**src/design/cbd_pkg.sv**
```systemverilog
// Shared types, character codes and helpers for the chunked body decoder.
package cbd_pkg;

    // Default width of the chunk-size counter.
    localparam int SIZE_BITS_DEF = 32;

    // Output queue geometry.
    localparam int QDEPTH = 4;
    localparam int QPTR_W = 2;
    localparam int QLVL_W = 3;

    // Character codes.
    localparam logic [7:0] CH_CR = 8'h0D;
    localparam logic [7:0] CH_LF = 8'h0A;

    // Parser phase.
    typedef enum logic [2:0] {
        PH_HEADER  = 3'd0,
        PH_SIZE    = 3'd1,
        PH_DATA    = 3'd2,
        PH_DATA_CR = 3'd3,
        PH_DATA_LF = 3'd4,
        PH_DONE    = 3'd5,
        PH_ERROR   = 3'd6
    } t_phase;

    // One result item.
    typedef struct packed {
        logic [7:0] out_byte;
        logic       end_of_message;
        logic       format_error;
    } t_result;

    // Up to two result items produced by one input item.
    typedef struct packed {
        logic [1:0] count;
        t_result    r0;
        t_result    r1;
    } t_push;

    // Queue status seen by the top level.
    typedef struct packed {
        logic [QLVL_W-1:0] level;
        logic              full2;
    } t_q_status;

    // True for an ASCII hex digit of either case.
    function automatic logic hex_ok(input logic [7:0] c);
        return (c inside {[8'h30:8'h39], [8'h41:8'h46], [8'h61:8'h66]});
    endfunction

    // Value of an ASCII hex digit; meaningless for other characters.
    function automatic logic [3:0] hex_val(input logic [7:0] c);
        logic [7:0] v;
        if (c inside {[8'h30:8'h39]}) begin
            v = c - 8'h30;
        end else if (c inside {[8'h41:8'h46]}) begin
            v = c - 8'h37;
        end else begin
            v = c - 8'h57;
        end
        return v[3:0];
    endfunction

endpackage

```
**src/design/cbd_parser.sv**
```systemverilog
// Byte-wide parser: header pass-through, chunk-size lines, data, trailing CRLF.
module cbd_parser import cbd_pkg::*; #(
    parameter int SIZE_BITS = SIZE_BITS_DEF
) (
    input  logic       i_clk,
    input  logic       i_rst_n,
    input  logic       i_accept,
    input  logic [7:0] i_in_byte,
    input  logic       i_first_byte,
    output t_push      o_push
);

    t_phase               r_phase,      n_phase;
    logic [SIZE_BITS-1:0] r_bytes_left, n_bytes_left;
    logic                 r_line_text,  n_line_text;
    logic                 r_digit_seen, n_digit_seen;
    logic                 r_in_ext,     n_in_ext;

    // Effective state: a first byte restarts the parser before it is processed.
    t_phase               cur_phase;
    logic [SIZE_BITS-1:0] cur_left;
    logic                 cur_text;
    logic                 cur_digit;
    logic                 cur_ext;

    logic                 is_cr;
    logic                 is_lf;
    logic                 is_hex;
    logic                 size_ovf;
    logic [SIZE_BITS-1:0] left_dec;

    always_comb begin
        cur_phase = i_first_byte ? PH_HEADER : r_phase;
        cur_left  = i_first_byte ? '0 : r_bytes_left;
        cur_text  = i_first_byte ? 1'b0 : r_line_text;
        cur_digit = i_first_byte ? 1'b0 : r_digit_seen;
        cur_ext   = i_first_byte ? 1'b0 : r_in_ext;
    end

    // Character classes and counter arithmetic.
    assign is_cr    = (i_in_byte == CH_CR);
    assign is_lf    = (i_in_byte == CH_LF);
    assign is_hex   = hex_ok(i_in_byte);
    assign size_ovf = (cur_left[SIZE_BITS-1 -: 4] != 4'd0);
    assign left_dec = cur_left - {{(SIZE_BITS-1){1'b0}}, 1'b1};

    // Next-state logic.
    always_comb begin
        n_phase      = cur_phase;
        n_bytes_left = cur_left;
        n_line_text  = cur_text;
        n_digit_seen = cur_digit;
        n_in_ext     = cur_ext;
        case (cur_phase)
            PH_HEADER: begin
                if (is_lf) begin
                    if (!cur_text) begin
                        n_phase      = PH_SIZE;
                        n_bytes_left = '0;
                        n_digit_seen = 1'b0;
                        n_in_ext     = 1'b0;
                    end
                    n_line_text = 1'b0;
                end else if (!is_cr) begin
                    n_line_text = 1'b1;
                end
            end
            PH_SIZE: begin
                if (is_lf) begin
                    if (!cur_digit) begin
                        n_phase = PH_ERROR;
                    end else if (cur_left == '0) begin
                        n_phase = PH_DONE;
                    end else begin
                        n_phase = PH_DATA;
                    end
                end else if (is_cr || cur_ext) begin
                    n_phase = PH_SIZE;
                end else if (!is_hex) begin
                    n_in_ext = 1'b1;
                end else if (size_ovf) begin
                    n_phase = PH_ERROR;
                end else begin
                    n_bytes_left = {cur_left[SIZE_BITS-5:0], hex_val(i_in_byte)};
                    n_digit_seen = 1'b1;
                end
            end
            PH_DATA: begin
                n_bytes_left = left_dec;
                if (left_dec == '0) begin
                    n_phase = PH_DATA_CR;
                end
            end
            PH_DATA_CR: begin
                n_phase = is_cr ? PH_DATA_LF : PH_ERROR;
            end
            PH_DATA_LF: begin
                if (is_lf) begin
                    n_phase      = PH_SIZE;
                    n_bytes_left = '0;
                    n_digit_seen = 1'b0;
                    n_in_ext     = 1'b0;
                end else begin
                    n_phase = PH_ERROR;
                end
            end
            default: begin
                n_phase = cur_phase;
            end
        endcase
    end

    // Result generation.
    always_comb begin
        o_push    = '0;
        o_push.r1 = '{out_byte: CH_LF, end_of_message: 1'b1, format_error: 1'b0};
        case (cur_phase)
            PH_HEADER, PH_DATA: begin
                o_push.count = 2'd1;
                o_push.r0    = '{out_byte: i_in_byte, end_of_message: 1'b0,
                                 format_error: 1'b0};
            end
            PH_SIZE: begin
                if (is_lf && !cur_digit) begin
                    o_push.count = 2'd1;
                    o_push.r0    = '{out_byte: 8'h00, end_of_message: 1'b1,
                                     format_error: 1'b1};
                end else if (is_lf && cur_left == '0) begin
                    o_push.count = 2'd2;
                    o_push.r0    = '{out_byte: CH_CR, end_of_message: 1'b0,
                                     format_error: 1'b0};
                end else if (!is_lf && !is_cr && !cur_ext && is_hex && size_ovf) begin
                    o_push.count = 2'd1;
                    o_push.r0    = '{out_byte: 8'h00, end_of_message: 1'b1,
                                     format_error: 1'b1};
                end
            end
            PH_DATA_CR, PH_DATA_LF: begin
                if ((cur_phase == PH_DATA_CR) ? !is_cr : !is_lf) begin
                    o_push.count = 2'd1;
                    o_push.r0    = '{out_byte: 8'h00, end_of_message: 1'b1,
                                     format_error: 1'b1};
                end
            end
            default: begin
                o_push.count = 2'd0;
            end
        endcase
        if (!i_accept) begin
            o_push.count = 2'd0;
        end
    end

    // State registers.
    always_ff @(posedge i_clk) begin
        if (!i_rst_n) begin
            r_phase      <= PH_HEADER;
            r_bytes_left <= '0;
            r_line_text  <= 1'b0;
            r_digit_seen <= 1'b0;
            r_in_ext     <= 1'b0;
        end else if (i_accept) begin
            r_phase      <= n_phase;
            r_bytes_left <= n_bytes_left;
            r_line_text  <= n_line_text;
            r_digit_seen <= n_digit_seen;
            r_in_ext     <= n_in_ext;
        end
    end

endmodule

```
**src/design/cbd_out_queue.sv**
```systemverilog
// Small result queue taking up to two items per cycle and giving one per cycle when popped.
module cbd_out_queue import cbd_pkg::*; (
    input  logic      i_clk,
    input  logic      i_rst_n,
    input  t_push     i_push,
    input  logic      i_pop,
    output t_result   o_head,
    output logic      o_valid,
    output t_q_status o_status
);

    t_result           r_mem [QDEPTH];
    logic [QPTR_W-1:0] r_wr_ptr, n_wr_ptr;
    logic [QPTR_W-1:0] r_rd_ptr, n_rd_ptr;
    logic [QLVL_W-1:0] r_level,  n_level;
    logic [QPTR_W-1:0] wr_ptr_p1;

    assign wr_ptr_p1 = r_wr_ptr + 1'b1;

    // Pointer and level update.
    always_comb begin
        n_wr_ptr = r_wr_ptr + i_push.count;
        n_rd_ptr = r_rd_ptr + {{(QPTR_W-1){1'b0}}, i_pop};
        n_level  = r_level + {{(QLVL_W-2){1'b0}}, i_push.count}
                           - {{(QLVL_W-1){1'b0}}, i_pop};
    end

    always_ff @(posedge i_clk) begin
        if (!i_rst_n) begin
            r_wr_ptr <= '0;
            r_rd_ptr <= '0;
            r_level  <= '0;
        end else begin
            r_wr_ptr <= n_wr_ptr;
            r_rd_ptr <= n_rd_ptr;
            r_level  <= n_level;
        end
    end

    // Entry storage.
    always_ff @(posedge i_clk) begin
        if (i_push.count != 2'd0) begin
            r_mem[r_wr_ptr] <= i_push.r0;
        end
        if (i_push.count == 2'd2) begin
            r_mem[wr_ptr_p1] <= i_push.r1;
        end
    end

    assign o_head         = r_mem[r_rd_ptr];
    assign o_valid        = (r_level != '0);
    assign o_status.level = r_level;
    assign o_status.full2 = (r_level > QLVL_W'(QDEPTH - 2));

endmodule

```
**src/design/chunked_body_decoder.sv**
```systemverilog
// Top level of the chunked body decoder: parser feeding a result queue.
// Decodes an HTTP request that arrives one byte per item: header bytes pass
// through up to the blank line, then chunk-size lines are parsed as hex and
// exactly that many data bytes pass, with the CRLF after each chunk checked
// and dropped. A zero-size line yields a closing CR and LF, the LF marked as
// end of message; a malformed body yields one error item and then silence
// until an item with first_byte set. Every input item is processed in the
// cycle it is accepted, so it takes one byte per clock unless the input is
// stalled. Results go through a four-entry queue; the output gives one item
// per clock while items are queued and the output is not stalled, and the
// zero size line is the only input that makes two items. The input stalls
// only while fewer than two queue entries are free, which happens only when
// the output side is stalled. Results are registered in the queue entries.
module chunked_body_decoder import cbd_pkg::*; #(
    parameter int SIZE_BITS = SIZE_BITS_DEF
) (
    input  logic       i_clk,
    input  logic       i_rst_n,
    input  logic       i_in_valid,
    output logic       o_in_stall,
    input  logic [7:0] i_in_byte,
    input  logic       i_first_byte,
    output logic       o_out_valid,
    input  logic       i_out_stall,
    output logic [7:0] o_out_byte,
    output logic       o_end_of_message,
    output logic       o_format_error
);

    logic      in_accept;
    logic      out_pop;
    t_push     push;
    t_result   head;
    t_q_status q_status;

    // Handshakes.
    assign o_in_stall = q_status.full2;
    assign in_accept  = i_in_valid && !o_in_stall;
    assign out_pop    = o_out_valid && !i_out_stall;

    cbd_parser #(
        .SIZE_BITS (SIZE_BITS)
    ) u_parser (
        .i_clk        (i_clk),
        .i_rst_n      (i_rst_n),
        .i_accept     (in_accept),
        .i_in_byte    (i_in_byte),
        .i_first_byte (i_first_byte),
        .o_push       (push)
    );

    cbd_out_queue u_queue (
        .i_clk    (i_clk),
        .i_rst_n  (i_rst_n),
        .i_push   (push),
        .i_pop    (out_pop),
        .o_head   (head),
        .o_valid  (o_out_valid),
        .o_status (q_status)
    );

    assign o_out_byte       = head.out_byte;
    assign o_end_of_message = head.end_of_message;
    assign o_format_error   = head.format_error;

    // The queue never holds more items than it has entries.
    a_level_bound: assert property (@(posedge i_clk) disable iff (!i_rst_n)
        q_status.level <= QLVL_W'(QDEPTH))
        else $error("result queue overflow");

    // An error item always carries a zero byte and the end mark.
    a_error_form: assert property (@(posedge i_clk) disable iff (!i_rst_n)
        (o_out_valid && o_format_error) |-> (o_end_of_message && o_out_byte == 8'h00))
        else $error("malformed error item");

    // A double push is always the closing CR then the marked LF.
    a_close_pair: assert property (@(posedge i_clk) disable iff (!i_rst_n)
        (push.count == 2'd2) |-> (push.r0.out_byte == CH_CR && push.r1.end_of_message
                                  && push.r1.out_byte == CH_LF))
        else $error("bad closing pair");

endmodule

```
**config.mk**
```make
export PLATFORM = sky130hd
export DESIGN_NAME = chunked_body_decoder
export DESIGN_NICKNAME = d
export VERILOG_FILES = /design/src/design/cbd_pkg.sv /design/src/design/cbd_parser.sv /design/src/design/cbd_out_queue.sv /design/src/design/chunked_body_decoder.sv
export SDC_FILE = /design/constraint.sdc
export NUM_CORES = 1
export LEC_CHECK = 0
export CORE_ASPECT_RATIO = 0.6
export CORE_MARGIN = 1
export CORE_UTILIZATION = 40
export CTS_BUF_LIST = sky130_fd_sc_hd__clkbuf_4
export DETAILED_ROUTE_END_ITERATION = 12
export DONT_BUFFER_PORTS = 1
export PLACE_DENSITY = 0.57
export SLEW_MARGIN = 10
export SYNTH_ARGS = -nofsm -noshare
export SYNTH_HDL_FRONTEND = slang
export SYNTH_HIERARCHICAL = 1
export SYNTH_SLANG_ARGS = --single-unit
```
**constraint.sdc**
```tcl
create_clock -name i_clk -period 4.63 [get_ports i_clk]
set_input_delay 0.926 -clock i_clk [delete_from_list [all_inputs] [get_ports i_clk]]
set_output_delay 0.926 -clock i_clk [all_outputs]
set_load 0.05 [all_outputs]
```
# Word-level counts from Yosys, hierarchy flattened

Memories as Yosys holds them, arrays and structs flattened. A register that Yosys moved wholly into a read port is not among the register bits.
Index checks and enable logic that the tools add are counted.

Mux-type cells: 58
Order comparisons: 7
Eq/ne operators: 7
Reductions and logical operators: 27
$add $sub $neg: 9

Operators by type and width:

| cell                    | number |
|---|---|
| $mux W32                | 8 |
| $pmux W32 S4            | 1 |
| $logic_not A32 Y1       | 2 |
| $mux W3                 | 11 |
| $sub A32 B1 Y32 const B | 1 |
| $pmux W10 S3            | 1 |
| $mux W1                 | 24 |
| $mux W12                | 2 |
| $mux W11                | 2 |
| $eq A8 B4 Y1 const B    | 2 |
| $ge A8 B7 Y1 const B    | 2 |
| $le A8 B7 Y1 const B    | 2 |
| $pmux W3 S5             | 1 |
| $logic_and A1 B1 Y1     | 11 |
| $ge A8 B6 Y1 const B    | 1 |
| $le A8 B6 Y1 const B    | 1 |
| $mux W4                 | 2 |
| $sub A4 B3 Y4 const B   | 2 |
| $eq A3 B2 Y1 const B    | 2 |
| $logic_not A1 Y1        | 6 |
| $mux W2                 | 3 |
| $pmux W1 S3             | 2 |
| $pmux W2 S3             | 1 |
| $reduce_bool A3 Y1      | 2 |
| 15 further kinds        | 16 |

Memories: 1
RAM bits: 40
Bits in registers: 45
Logic and storage cells: 117
Bits of input ports: 13
Output and inout port bits: 12

Memories:

| name          | words | bits a word | read ports | clocked after memory_dff | write ports | RTL line            | source |
|---|---|---|---|---|---|---|---|
| u_queue.r_mem | 4     | 10          | 1          | 1                        | 2           | cbd_out_queue.sv:12 | `t_result r_mem [QDEPTH];` |

# Logic depth before layout (Yosys ltp)

Word-level depth: 14
Depth in mapped cells: 15
Gate-level depth less buffers: 14

# Modules after synthesis

Netlist, hierarchy kept.

Modules (own cells, without submodules):

| module               | seq. area each (um2) | cells an instance | times used | area an instance (um2) |
|---|---|---|---|---|
| cbd_parser           | 760.7                | 628               | 1          | 4330.4 |
| cbd_out_queue        | 1341.3               | 139               | 1          | 2521.2 |
| chunked_body_decoder | 0.0                  | 2                 | 1          | 27.5 |

# Worst setup path before layout

Ideal clock, no wire load.

Path kind: in2reg
Start point: input i_in_byte[0]
End point: memory u_queue/r_mem[0][0] in the netlist's numbering, enable pin
Arrival time: 3837 ps
Path buffers: 0
Cell stages on the path: 11
Slack: 399 ps
Library setup time: 393 ps
Data required time: 4237 ps
Cells stage by stage: inv_1 > ha_1 > o21bai_1 > a2111oi_4 > a41oi_2 > a21oi_1 > nor2_1 > o21ai_0 > o21a_1 > nor2_1 > o31ai_1

RTL lines:

| element     | RTL line                   | source |
|---|---|---|
| from (decl) | chunked_body_decoder.sv:21 | `input logic [7:0] i_in_byte,` |
| to (decl)   | cbd_out_queue.sv:12        |  |

==> results by group <==
Status
  • Status: finished clean

Global route
  • First-pass GRT wire length: 32.8 mm
  • Total track usage: 24.1%
  • Global route total overflow: 0
  • Antenna violations before repair: 0
  • Vias in the first global route: 5565
  • Largest net degree at the start of global routing: 50

Worst setup path
  • CP max-delay cell: or4b_1
  • Worst Reg-to-Reg Cells: 10
  • Crit. End Element: flip-flop
  • Buffer and inverter count on the worst path: 3
  • Critical Path Fanout Max: 11
  • Worst-path cell chain: inv_1 -> ha_1 -> or4b_1 -> a41oi_2 -> a21oi_1 -> nor2_1 -> o21ai_0 -> o21a_1 -> buf_4 -> nor4bb_4 -> buf_4 -> a21o_1
  • CP startpoint kind: input port
  • Crit path launch: i_in_byte[0]
  • Critical path data arrival time: 4.03 ns
  • WS Path Type: in2reg
  • R2r setup slk: 0.90 ns
  • Crit path largest cell delay: 0.52 ns
  • CP endpoint: u_queue/r_mem[2][5]
  • Most frequent CP cell: buf_4
  • Reg-to-Reg End: u_queue/r_mem[2][5]
  • Largest delay share family, worst path: compound AO/OA/AOI/OAI gates
  • Critical Path Stages: 12
  • Required time of the critical path: 4.77 ns
  • FF-to-FF Start: u_parser/r_bytes_left[6]

Clocking
  • Worst-path clk slew: 0.16 ns
  • Post-cts repair resize count: 0
  • H-tree levels: 3
  • Clock tree buffer depth: 2
  • CTS buffer count: 9
  • CTS hold repair buffers: 0
  • Post-CTS setup buffers: 0
  • CTS tree: built
  • Root Buffer Master: clkbuf_4
  • CTS sink cnt: 85
  • Worst-skew pair later-pin latency: 0.48 ns

Timing
  • Fin Clk Skew: 0.0163 ns
  • Final setup fails: 0
  • Count of final max-slew check failures: 0
  • RSZ-0062 raised after global routing: false
  • Fmax: 0.257 GHz
  • Slew headroom: 38.4%
  • Final hold viol count: 0
  • Period Utilization, post-route: 84.1%
  • Tmin final: 3.89 ns
  • Slew at the pin with the worst max-slew slack: 0.914 ns
  • Setup TNS: 0 ns

Min path
  • Worst Hold Class: reg2reg
  • Worst Hold Launch: u_parser/r_digit_seen

Routing
  • DR pass1 iterations: 6
  • Residual DRC count: 0
  • Post-DRT Antenna Nets: 0
  • Routed vias: 6039
  • WL/cell: 21.8 um
  • Drt initial violations: 598
  • Routed WL: 20.9 mm
  • Vias per cell: 6.27

Placed design
  • IO buf count: 0
  • Inst Count DP: 947
  • Detail Placement HPWL: 14.9 mm
  • RePlAce Congestion: 0.920

Finish
  • Register area: 2100 um^2
  • Commonest non-fill, non-tap cells in the layout: 78 x nand2_1, 61 x nor2_1, 55 x o21ai_0, 45 x dfxtp_1, 43 x a21oi_1
  • Fillers: 1646
  • N_diodes: 0
  • Area of the multi-input gates: 4310 um^2
  • Nets: 756
  • Most common library cell in the layout ignoring fill and taps: nand2_1
  • Layout cell share with drive strength beyond 1: 16.2%
  • Synthesis-to-layout area growth: 3.33%
  • Post-route non-filler standard cell count: 963

Die
  • Core ar.: 16500 um^2
  • Num rows: 36
  • Die Wd: 171 um
  • Ports: 25
  • DIE AREA: 17700 um^2
  • Die Ht: 104 um
  • Initial Utilization: 41.6%

Synthesis
  • Post-Syn Area per Cell: 8.95 um^2
  • Sequential share of the synthesized area: 30.6%
  • Area of the mapped netlist: 6880 um^2
  • Top FF cell, synth: dfxtp_1
  • EDFF count, synth: 40
  • Ys Warns: 6
  • Synthesized flop and latch total: 85
  • Netlist cell types: 87
  • Asr flop ratio synth: 0%
  • Synth Instances: 769

Power
  • NetSw: 0.00126 W
  • Clock network power share: 16.5%
  • Logic gate share of total power: 45.5%
  • Pleak: 2.56 nW
  • Sw Share: 45.9%
  • PD cells: 388 nW/um^2
  • Internal: 0.00149 W
  • Sequential fraction of design power: 38.0%
  • Worst vdd ir: 0.139 mV

Flow run
  • Total of max-cap violations: 0
-- metal layers --
metal	track usage, %	wire, um
met3	4.93	1900
met5	0	0
met4	4.40	186
met1	40.2	10700
met2	30.7	8150
-- logic make-up (layout without fill, tap and decap cells) --
logic type	after synthesis	in the layout	synth area share, %
muxes	64	64	13.6
DFF	85	85	30.6
other	2	10	0.109
buffers and inverters	103	61	7.46
xor gates and xnor gates	22	22	3.20
and+or+nand+nor	274	274	21.9
AOI/OAI and AO/OA	206	206	20.7
adders and majority gates	13	13	2.47
-- metrics by stage --
| step | total power [W] | hold WS (ns) | setup WS [ns] | util (%) | cell area [um^2] |
|---|---|---|---|---|---|
| 2_1_floorplan | 0.00202 | 0.441 | 0.399 | - | 6910 |
| 4_1_cts | 0.00274 | 0.505 | 0.840 | 43.0 | 7110 |
| 6_report | 0.00276 | 0.504 | 0.737 | 43.0 | 7110 |
| 3_5_place_dp | 0.00229 | 0.484 | 0.321 | 42.1 | 6960 |
| 5_1_grt | 0.00291 | 0.516 | 0.536 | 43.0 | 7110 |
| 3_3_place_gp | 0.00226 | 0.466 | 0.499 | 42.1 | 6960 |
-- cells in the mapped netlist, types with 8 or more instances --
cell type,instances,area (um^2)
clkbuf_1,46,173
ha_1,12,150
and2_1,15,93.8
nand4_1,9,56.3
nand2_1,78,293
edfxtp_1,40,1200
nor2_1,61,229
xor2_1,13,114
buf_6,8,90.1
mux2_1,15,169
nand3_1,12,60.1
buf_2,11,55.1
mux2_4,30,450
dfxtp_1,45,901
o21ai_0,55,275
nor3_1,24,120
o21a_1,8,60.1
o221a_2,9,101
o221ai_1,8,70.1
nor4_1,14,87.6
inv_1,19,71.3
a31oi_1,10,62.6
buf_4,14,105
a21oi_1,43,215
a211oi_1,13,97.6
mux4_2,10,225
nor2b_1,8,50.1
-- power groups by stage --
stage	clock (W)	sequential [W]	combinational, W
after detailed placement	0	0.00106	0.00123
final	0.000454	0.00105	0.00125
after floorplan	0	0.000944	0.00108
after global routing	0.000494	0.00106	0.00135
after CTS	0.000468	0.00104	0.00123
after global placement	0	0.00106	0.00121
-- worst reg2reg max path, stage by stage, from the launching register on --
cell	delay, ns
dfxtp_1	0.53
nor4_4	0.49
a21oi_1	0.12
buf_4	0.19
nor2_1	0.08
nor4b_1	0.30
and2_1	0.20
and3_1	0.41
nor4bb_4	0.35
buf_4	0.29
a21o_1	0.44
-- worst min path at each step --
stage                            end  depth (start not counted)
2_1_floorplan      u_parser/r_in_ext                          2
3_3_place_gp   u_parser/r_digit_seen                          2
3_5_place_dp   u_parser/r_digit_seen                          2
4_1_cts        u_parser/r_digit_seen                          2
5_1_grt          u_queue/r_rd_ptr[1]                          1
6_report       u_parser/r_digit_seen                          2
-- sequential cells by signal, summed over array words and instances, names as in the netlist --
name                   count
u_parser/r_in_ext          1
u_parser/r_phase           3
u_queue/r_wr_ptr           2
u_parser/r_bytes_left     32
u_queue/r_level            3
u_parser/r_line_text       1
u_queue/r_mem             40
u_queue/r_rd_ptr           2
u_parser/r_digit_seen      1
-- area by class of cell --
class | instances | area share (%)
Clock inverter | 7 | 1.07
Timing Repair Buffer | 25 | 2.64
Inverter | 20 | 1.06
Multi-Input combinational cell | 589 | 60.7
Tap cell | 228 | 4.01
Sequential cell | 85 | 29.6
Clock buffer | 9 | 0.951
No activity file was read; power rests on OpenSTA's default activity.
